<file path="config.mk">
export PLATFORM = sky130hd
export DESIGN_NAME = mpps_cell
export DESIGN_NICKNAME = d
export VERILOG_FILES = /design/src/sv/mpps_pkg.sv /design/src/sv/mpps_cell.sv
export SDC_FILE = /design/constraint.sdc
export NUM_CORES = 1
export LEC_CHECK = 0
export BUFFER_PORTS_ARGS = -buffer_cell sky130_fd_sc_hd__clkbuf_2
export CAP_MARGIN = 20
export CORE_MARGIN = 2
export CORE_UTILIZATION = 55
export CTS_BUF_LIST = sky130_fd_sc_hd__clkbuf_16
export CTS_CLUSTER_DIAMETER = 100
export CTS_CLUSTER_SIZE = 10
export DETAILED_ROUTE_END_ITERATION = 7
export PLACE_DENSITY_LB_ADDON = 0.15
export SLEW_MARGIN = 15
export SYNTH_ARGS = -nofsm -noshare
export SYNTH_HDL_FRONTEND = slang
export SYNTH_SLANG_ARGS = --single-unit
</file>
<file path="constraint.sdc">
create_clock -name clock -period 10.95 [get_ports clock]
set_input_delay 1.095 -clock clock [delete_from_list [all_inputs] [get_ports clock]]
set_output_delay 1.095 -clock clock [all_outputs]
set_load 0.01 [all_outputs]
</file>
<file path="src/sv/mpps_pkg.sv">
// ----------------------------------------------------------------------------
// mpps_pkg
// Shared widths, codes and types of the mirror point pair search block.
// ----------------------------------------------------------------------------
package mpps_pkg;

   localparam int MAX_POINTS = 64;              // cells in the compare chain
   localparam int IDX_W      = 6;               // point index width
   localparam int CNT_W      = 7;               // point count width
   localparam int COORD_W    = 32;
   localparam int TOL_W      = 31;
   localparam int CSR_IDX_W  = 2;
   localparam int CSR_DATA_W = 32;

   // register indexes
   localparam logic [CSR_IDX_W-1:0] REG_AXIS = 2'd0;
   localparam logic [CSR_IDX_W-1:0] REG_TOL  = 2'd1;
   localparam logic [CSR_IDX_W-1:0] REG_EPS  = 2'd2;

   // pair status codes
   localparam logic [1:0] ST_PAIRED       = 2'd0;
   localparam logic [1:0] ST_NOT_MIRRORED = 2'd1;
   localparam logic [1:0] ST_NOTHING      = 2'd2;

   typedef enum logic [2:0] {
      PH_LOAD  = 3'b001,
      PH_SCAN  = 3'b010,
      PH_DRAIN = 3'b100
   } phase_type;

   // query token walking down the chain
   typedef struct packed {
      logic                      valid;
      logic                      last;
      logic                      off;
      logic                      found;
      logic [IDX_W-1:0]          idx;
      logic [IDX_W-1:0]          pos;
      logic [IDX_W-1:0]          partner;
      logic signed [COORD_W-1:0] ca;
      logic signed [COORD_W-1:0] co;
   } tok_type;

   typedef struct packed {
      logic [IDX_W-1:0] orig_index;
      logic [IDX_W-1:0] partner_index;
      logic [1:0]       pair_status;
      logic             run_end;
      logic             count_error;
   } res_type;

endpackage

</file>
<file path="src/sv/mpps_cell.sv">
// ----------------------------------------------------------------------------
// mpps_cell
// One chain cell: holds a stored point, checks the passing query against it
// and hands the query on to the next cell.
// ----------------------------------------------------------------------------
module mpps_cell import mpps_pkg::*; (
   input  logic                      clock,
   input  logic                      reset,
   input  logic                      adv,
   input  logic                      clear,
   input  logic                      load_en,
   input  logic signed [COORD_W-1:0] ld_x,
   input  logic signed [COORD_W-1:0] ld_y,
   input  logic                      axis,
   input  logic [TOL_W-1:0]          tol,
   input  tok_type                   q_in,
   output tok_type                   q_out
);

   logic signed [COORD_W-1:0] px_ff;
   logic signed [COORD_W-1:0] py_ff;
   logic                      hold_ff;
   tok_type                   q_ff;
   tok_type                   q_in_nx;

   logic signed [COORD_W-1:0] own_ca;
   logic signed [COORD_W-1:0] own_co;
   logic signed [COORD_W+1:0] sum;
   logic signed [COORD_W+1:0] dif;
   logic signed [COORD_W+1:0] tol_p;
   logic signed [COORD_W+1:0] tol_n;
   logic                      hit;

   always_ff @(posedge clock) begin
      if (reset) begin
         hold_ff <= 1'b0;
      end else if (clear) begin
         hold_ff <= 1'b0;
      end else if (load_en) begin
         hold_ff <= 1'b1;
      end
   end

   always_ff @(posedge clock) begin
      if (load_en) begin
         px_ff <= ld_x;
         py_ff <= ld_y;
      end
   end

   always_comb begin
      own_ca = axis ? py_ff : px_ff;
      own_co = axis ? px_ff : py_ff;
      sum    = {{2{q_in.ca[COORD_W-1]}}, q_in.ca} + {{2{own_ca[COORD_W-1]}}, own_ca};
      dif    = {{2{q_in.co[COORD_W-1]}}, q_in.co} - {{2{own_co[COORD_W-1]}}, own_co};
      tol_p  = $signed({3'b000, tol});
      tol_n  = -tol_p;
      // |a| < tol written as an open interval
      hit    = hold_ff && (sum < tol_p) && (sum > tol_n) && (dif < tol_p) && (dif > tol_n);

      q_in_nx     = q_in;
      q_in_nx.pos = q_in.pos + IDX_W'(1);
      if (q_in.valid && !q_in.found && hit) begin
         q_in_nx.found   = 1'b1;
         q_in_nx.partner = q_in.pos;
      end
   end

   always_ff @(posedge clock) begin
      if (reset) begin
         q_ff <= '0;
      end else if (adv) begin
         q_ff <= q_in_nx;
      end
   end

   assign q_out = q_ff;

endmodule

</file>
### After elaboration in Yosys (flattened, before gate mapping)

Index checks and enable logic that the tools add are counted.

| word-level totals | value |
|---|---|
| register bits | 151 |
| bits of input ports | 187 |
| output and inout bits | 86 |

| cells by class | value |
|---|---|
| add/sub/neg operators | 4 |
| order comparisons | 4 |
| muxes and demuxes | 4 |
| reductions and logical operators | 8 |

Operators by type and width:

| operator | count |
|---|---|
| $gt A33 B34 Y1 | 2 |
| $lt A33 B32 Y1 | 2 |
| $mux W32 | 2 |
| $neg A31 Y34 | 1 |
| $add A32 B32 Y33 | 1 |
| $sub A32 B32 Y33 | 1 |
| $add A6 B1 Y6 const B | 1 |
| $logic_and A1 B1 Y1 | 6 |
| $mux W6 | 1 |
| $reduce_or A2 Y1 | 1 |
| $logic_not A1 Y1 | 1 |
| $mux W1 | 1 |

### Logic depth before layout (Yosys ltp)

Gate-level depths: netlist of run 1.

| logic depth | value |
|---|---|
| word-level depth | 9 |
| depth in mapped cells | 25 |
| mapped depth without buffers | 23 |

### Least setup slack after synthesis of run 1

No wires, ideal clock.

| path | value |
|---|---|
| path type | input to register |
| start | in axis |
| end | reg q_ff, in the netlist q_out[64] |
| arrival | 6229 ps |
| required time | 10814 ps |
| slack | 4585 ps |
| stages | 22 |
| path buffers | 2 |
| path through | clkbuf_1 > clkbuf_1 > mux2_2 > ha_1 > and2_1 > o21ai_1 > and4b_1 > o311ai_1 > a221o_1 > a2111oi_0 > nor3_1 > a21oi_1 > xnor2_1 > ha_1 > nand2_1 > o21ai_0 > a2111oi_0 > a31oi_1 > a311oi_1 > o2111ai_2 > a2111oi_0 > a211oi_1 |

| on the way | value |
|---|---|
| word-level cells in the longest chain between the ends | 9 |
| elaborated cells between the ends (all ways) | 14 |
| those cells by class | add/sub: 2; order compare: 4; mux: 3; reduce/logical: 5 |

RTL lines:

| item | RTL line | text |
|---|---|---|
| start, declared | mpps_cell.sv:14 | `input logic axis,` |
| $mux W32 | mpps_cell.sv:52 | `own_ca = axis ? py_ff : px_ff;` |
| $add A32 B32 Y33 | mpps_cell.sv:54 | `sum = {{2{q_in.ca[COORD_W-1]}}, q_in.ca} + {{2{own_ca[COORD_W-1]}}, own_ca};` |
| $lt A33 B32 Y1 | mpps_cell.sv:59 | `hit = hold_ff && (sum < tol_p) && (sum > tol_n) && (dif < tol_p) && (dif > tol_n);` |
| $logic_and A1 B1 Y1 (3 in a row) | mpps_cell.sv:59 |  |
| $logic_and A1 B1 Y1 * | mpps_cell.sv:59 |  |
| $logic_and A1 B1 Y1 * | mpps_cell.sv:63 | `if (q_in.valid && !q_in.found && hit) begin` |
| $mux W6 * | mpps_cell.sv:63 |  |
| end signal, assigned | mpps_cell.sv:73 | `q_ff <= q_in_nx;` |
| end, declared | mpps_cell.sv:23 | `tok_type q_ff;` |

Every way passes the cells marked *; elsewhere a longest branch is shown, timed or not.
A chain may end at the register's enable or synchronous reset.

### Worst setup path in the final report of run 1

| path | value |
|---|---|
| start | in axis |
| end | reg q_ff, in the netlist q_out[66] |

Same word-level chain as after synthesis.

==> results of run 1 <==
-- per-layer routing --
metal / vias up / wire length, µm / track usage, %
met5: - / 13 / 0
met3: 56 / 2130 / 4.74
met2: 353 / 14900 / 45.4
li1: 5458 / - / -
met1: 4949 / 15500 / 37.9
met4: 2 / 818 / 9.61
-- layout by cell type, fill, tap and decap left out, drive strengths merged, types with 12 or more instances in the layout --
cell | Yosys | final
nand2 | 47 | 47
a21oi | 94 | 94
nor2 | 148 | 148
edfxtp | 64 | 64
ha | 194 | 194
inv | 74 | 82
nand4 | 32 | 32
mux2 | 32 | 32
o21bai | 12 | 12
nand3 | 26 | 26
dfxtp | 87 | 87
a211oi | 27 | 27
nor3 | 24 | 24
nor2b | 12 | 12
a21o | 53 | 53
clkbuf | 24 | 286
o21ai | 48 | 48
mux2i | 107 | 107
xor2 | 16 | 16
xnor2 | 66 | 66
nand2b | 16 | 16
-- logic make-up (layout without fill, tap and decap cells) --
logic type               count (synthesis)  in the layout  synth area share (%)
AO/OA/AOI/OAI                          304            304                  16.4
XOR/XNOR                                82             82                  5.79
adder cells (fa/ha/maj)                196            196                  19.9
buffers and inverters                  108            382                  3.52
flip-flops                             151            151                  29.5
multiplexers                           139            139                  11.5
other                                    0              2                     0
AND/OR/NAND/NOR                        345            345                  13.3
-- power breakdown --
group	internal [µW]	switching, µW	total (µW)
sequential	628	19.2	647
clock	313	261	574
combinational	369	497	866
total	1310	777	2090
-- through the flow --
stage	utilization [%]	hold slack (ps)
floorplan	-	468
global placement	63.7	472
detailed placement	63.7	476
CTS	66.2	484
global route	66.2	514
finish	66.2	482
-- final timing paths --
path	from	end	depth (start not counted)
min reg2reg	q_out[75]	q_out[75]	2
max reg2reg	py_ff[0]	q_out[66]	22
max	axis	q_out[66]	24
min	q_out[75]	q_out[75]	2
-- worst max-delay path, cell delays in order --
cell	delay, ps
buf_2	410
buf_4	650
mux2_2	280
ha_1	190
inv_1	70
fa_1	420
nor2b_1	190
o2111ai_1	200
and4b_1	280
o311ai_1	700
a221o_1	440
a2111oi_0	160
nor3_1	290
a21oi_1	130
xnor2_1	240
ha_1	270
nand2_1	70
o21ai_0	100
a2111oi_0	410
a31oi_1	170
a311oi_1	400
o2111ai_2	250
a2111oi_0	520
a211oi_1	100
-- sequential cells by signal (all words and copies together), names as in the netlist --
| signal | count |
|---|---|
| px_ff | 32 |
| hold_ff | 1 |
| py_ff | 32 |
| q_out | 86 |
-- cell type report --
cell class                 count  area [µm²]
antenna                        2        5.00
clock buffer                  17         425
clock inverter                15         130
fill                        1855        7410
inverter                      74         278
multi-input combinational   1066        8300
sequential                   151        3660
tap                          280         350
timing repair buffer         276        1390
==> impl_results.md, run 1 <==
- Worst path arrival time: ~8100 ps
- H-tree lvl count: 4
- Post-synth EDFFs: 64
- Least-Margin Pin Slew: approximately 950 ps
- Final hold vios: 0
- Leak Pwr: 0.00702 µW
- Clk_skew: 10.5 ps
- DRC viols: 0
- Async SR Flop Fraction: 0%
- Post-cts gate resize count: 0
- Starting DRT DRC Count: 588
- Reg2reg setup slack: 4670 ps
- Die height: 154 µm
- DP Worst Slack: around 2800 ps
- Hpwl dp: 26900 µm
- Core Rows: 54
- Sequential share of the synthesized area: between 20% and 30%
- Worst Hold Class: reg -> reg
- Top-count cell post-synth: ha_1
- Setup TNS: 0 ps
- Cell accounting for the most synthesized area: ha_1
- Number of vias per cell: around 5.8
- Post-CTS Setup Bufs: 0
- Synth Flop Type: dfxtp_1
- Peak supply drop: just over 0.0001 V
- F_max: 129 MHz
- Required time of the critical path: 11240 ps
- Max_cap viols: 0
- Startpoint Class: input pin
- Longest Clk Path Bufs: 2
- Synth unique cells: 76
- Top cells by area, synth: ha_1 20%, edfxtp_1 15%, dfxtp_1 14%, mux2i_1 8.6%, xnor2_1 4.7%
- PortBufs: approximately 270
- Placed Cells: 1847
- Top-area cell type share of the netlist area: 19.6%
- Final Instance Area: 0.0145 mm²
- Final cell count without fillers: 1881
- GRT Util Overall: 28.0%
- Routability Congestion: 0.934
- Slew HR: 36.4%
- Syn_nets: 1708
- Crit Path Max Fanout: 48
- Post-Route WL: 33400 µm
- Clock Latency Late Sink: 440 ps
- Dpl cell area: approximately 0.014 mm²
- Ys Warns: 0
- Final setup margin: around 3200 ps
- Starting Density: 56.5%
- Final net count: 1969
- Synth Instances: 1325
- Gr ovfl total: 0
- Via count of the routed design: 10800
- Final Slew Violations: 0
- CP Capture Type: register
- Fraction of layout cells with a size suffix above 1: between 20% and 30%
- Global-route wire length before repair: 53500 µm
- Flop and latch count out of synthesis: 151
- Pwr dens: ~140 mW/mm²
- Avg WL per Cell: 17.7 µm
- Critical path type: in -> reg
- Core area: 0.0220 mm²
- CTS tree: yes
- Die X: 154 µm
- ANT nets after route: 0
- Syn Area/Cell: ~9.4 µm²
- RSZ-0062 raised after global routing: false
- Clock-pin slew on the worst setup and hold paths: 60 ps
- Fin crit share: 71.0%
- Most instantiated cells after synthesis: 194 x ha_1, 147 x nor2_1, 107 x mux2i_1, 94 x a21oi_1, 87 x dfxtp_1
- First-pass DRT Iterations: 5
- Ports: 273
- Layout area overhead: 17.3%
- Number of CTS-inserted buffers: 17
- Vias in the first global route: approximately 11000
- Tmin final: just under 8000 ps
- Largest net degree at the start of global routing: 88
- Final setup viols: 0
- Final Power: 2090 µW
- Die ar.: 0.0238 mm²
- Status: complete, no violations
- Clk sinks: 151
- Post-Syn Area: 0.0124 mm²
- Initial antenna violation count: 3
- Root buffer cell: clkbuf_16
- # hold bufs at CTS: 0
Note: power is estimated with default switching activity, not from simulation.
==> run 2: changes to the inputs <==
ABC_AREA = 1   (was not set)
clock period = 7.55 ns   (was 10.95 ns; I/O delays follow)
==> impl_results.md, run 2 <==
- Status: complete, no violations
- Crit Reg-Reg Startpoint: px_ff[0]
- WHS: 474 ps (-8.32 ps)
- Post-CTS Setup Bufs: 0 (unchanged)
- Synth Instances: 1743 (+32%)
- Post-Route WL: 41400 µm (+24%)
- Mux share of post-synthesis cell area: 0% (-12 points)
- # diodes: 0 (-2)
- Synth unique cells: 48 (-37%)
- Post-cts gate resize count: 0 (unchanged)
- Post-synthesis compound-gate area fraction: 15.9% (-0.45 points)
- Die ar.: 0.0246 mm² (+3.3%)
- Post-synthesis adder-cell area fraction: 19.2% (-0.66 points)
- # hold bufs at CTS: 0 (unchanged)
- Async SR Flop Fraction: 0% (unchanged)
- Cells on worst reg2reg path: 28 (+27%)
- Setup TNS: 0 ps (unchanged)
- Avg WL per Cell: 17.8 µm (+0.58%)
- Starting Density: 56.3% (-0.16 points)
- Least-Margin Pin Slew: 997 ps (+43.2 ps)
- Max reg flops: 86 (unchanged)
- Tmin final: 5880 ps
- PortBufs: 272 (unchanged)
- Simple-gate share of the synthesized area: 23.8% (+10 points)
- Ys Warns: 0 (unchanged)
- CP Capture Type: register
- Clock-pin slew on the worst setup and hold paths: 60 ps (about the same)
- Pwr dens: 207 mW/mm² (+45%)
- Final Slew Violations: 0 (unchanged)
- Largest family of logic cells by synthesized area: simple AND/OR/NAND/NOR gates
- Die X: 157 µm (+1.7%)
- Peak supply drop: 0.000162 V (+58%)
- Fin util: 65.8% (-0.43 points)
- Die height: 157 µm (+1.7%)
- Starting DRT DRC Count: 881 (+50%)
- Final hold vios: 0 (unchanged)
- Reg2reg setup slack: 2380 ps (-2290 ps)
- Initial antenna violation count: 0 (-3)
- Syn Area/Cell: 7.36 µm² (-21%)
- Cell accounting for the most synthesized area: ha_1
- Global-route wire length before repair: 63500 µm (+19%)
- Syn_nets: 2126 (+24%)
- Sequential share of the synthesized area: 28.6% (-0.98 points)
- Leak Pwr: 0.00762 µW (+8.5%)
- Seq pwr share: 30.2% (-0.8 points)
- Top cells by area, synth: ha_1 19%, edfxtp_1 15%, dfxtp_1 14%, nand2_1 9.9%, nor2_1 7.5%
- Top-area cell type share of the netlist area: 18.9% (-0.65 points)
- ANT nets after route: 0 (unchanged)
- Clk_skew: 13.2 ps (+2.67 ps)
- Clock share of power: 27.1% (-0.4 points)
- Startpoint Class: input pin
- GRT Util Overall: 33.7% (+5.7 points)
- Number of vias per cell: 5.52 (-4.0%)
- Hpwl dp: 34200 µm (+27%)
- Root buffer cell: clkbuf_16
- Clock Latency Late Sink: 430 ps (about the same)
- Required time of the critical path: 7910 ps (-3330 ps)
- Critical path type: in -> reg
- Slew HR: 33.5% (-2.9 points)
- F_max: approximately 170 MHz
- FF-to-FF End: q_out[64]
- Crit Path Max Fanout: 128 (+170%)
- Final setup viols: 0 (unchanged)
- Largest net degree at the start of global routing: 129 (+47%)
- Core Rows: 55 (+1.9%)
- Number of fill cells: 2069 (+12%)
- CTS tree: yes
- Clk sinks: 151 (unchanged)
- Max_cap viols: 0 (unchanged)
- Fin crit share: 77.9%
- Ports: 273 (unchanged)
- Post-Syn Area: 0.0128 mm² (+3.4%)
- Internal: 1830 µW (+40%)
- Final Instance Area: 0.0150 mm² (+3.1%)
- Logic pwr share: 42.7% (+1.2 points)
- Hold Startpoint: q_out[64]
- Xor-xnor portion of the synthesized cell area: 5.94% (+0.15 points)
- Dpl cell area: 0.0144 mm² (+3.2%)
- Via count of the routed design: 12800 (+19%)
- Longest Clk Path Bufs: 2 (unchanged)
- Fraction of layout cells with a size suffix above 1: 17.9% (-4.4 points)
- Commonest non-fill, non-tap cell in the layout: nand2_1
- Routability Congestion: 0.986 (+5.6%)
- Most instantiated cells after synthesis: 337 x nand2_1, 255 x nor2_1, 194 x ha_1, 181 x o21ai_0, 164 x inv_1
- First-pass DRT Iterations: 6 (+1)
- Layout area overhead: 16.9%
- DRC viols: 0 (unchanged)
- Vias in the first global route: 12100 (+13%)
- Core area: 0.0228 mm² (+3.7%)
- Top-count cell post-synth: nand2_1
- Worst path arrival time: 6240 ps (-1830 ps)
- Post-synth EDFFs: 64 (unchanged)
- Number of CTS-inserted buffers: 17 (unchanged)
- H-tree lvl count: 4 (unchanged)
- Critical path origin: axis
- Switching Share: 41.2% (+3.9 points)
- Final Power: 3110 µW (+49%)
- Worst setup endpoint: q_out[64]
- Final net count: 2381 (+21%)
- Most frequent cells in the layout: 337 x nand2_1, 271 x clkbuf_2, 255 x nor2_1, 194 x ha_1, 181 x o21ai_0
- Worst Hold Class: reg -> reg
- Flop and latch count out of synthesis: 151 (unchanged)
- Synth Flop Type: dfxtp_1
- Gr ovfl total: 0 (unchanged)
- RSZ-0062 raised after global routing: false
- P_sw: 1280 µW (+65%)
[run 2: cell types whose count changed in the layout (fill, tap and decap cells not counted), sizes merged, moves of 47 or more]
cell / change
nand2: +306
nor2: +113
o21ai: +150
inv: +95
mux2i: -107
a21oi: +54
xor2: +47
[run 2: worst min-delay path by stage]
stage | endpoint | slack (ps) | cells after the start
floorplan | hold_ff | 470 | 2
global placement | q_out[66] | 460 | 2
detailed placement | q_out[65] | 460 | 2
CTS | q_out[65] | 470 | 2
global route | px_ff[26] | 480 | 1
finish | q_out[64] | 470 | 2
[run 2: cell families after synthesis]
family | count (synthesis)
AOI/OAI and AO/OA | 383
xor gates and xnor gates | 87
adders and majority gates | 196
buffers and inverters | 214
DFF | 151
and+or+nand+nor | 712
[run 2: final cells by class]
class                           instances  area [µm²]  share of cell area (%)
Multi-Input combinational cell       1378        8320                    55.5
Sequential cell                       151        3660                    24.4
Timing Repair Buffer                  277        1400                    9.35
Inverter                              173         649                    4.33
Clock buffer                           17         425                    2.84
Tap cell                              313         392                    2.61
Clock inverter                         15         139                   0.926
[run 2: through the flow]
step / setup slack, ps / cells
after floorplan: 2800 / 1743
final: 1670 / 2324
after global placement: 1490 / 2292
after detailed placement: 1300 / 2292
after CTS: 1740 / 2324
after global routing: 1240 / 2324
[run 2: worst max-delay path, cell delays in order]
cell and delay (ps):
buf_4 720, o21ai_0 250, ha_1 290, fa_1 410, o21ai_1 280, nand2_1 80, nand2_1 140, nand3_1 100
nand2_1 170, a21oi_1 140, o21ai_1 220, a21o_1 180, a21oi_1 80, xnor2_1 280, ha_1 300, nand2_1 60
nor2_1 50, nand4_1 210, nor3_1 90, nand2_1 160, nand4_1 240, nor2_1 160, nand2_1 100, a21oi_4 260
nand3_4 150, nand2_1 90, nand3_1 60, a21oi_1 140
[run 2: power by group through the flow]
stage          Combinational [µW]  Sequential, µW  Clock [µW]
6_report                     1330             940         843
3_5_place_dp                 1300             957           0
3_3_place_gp                 1270             956           0
2_1_floorplan                 878             967           0
5_1_grt                      1490             946         878
4_1_cts                      1310             939         850
[run 2: layer usage]
layer	global-route usage, %	share of wire, %
met5	0	0
met4	7.43	1.5
met3	6.54	8.7
met2	52.7	44
met1	48.1	46
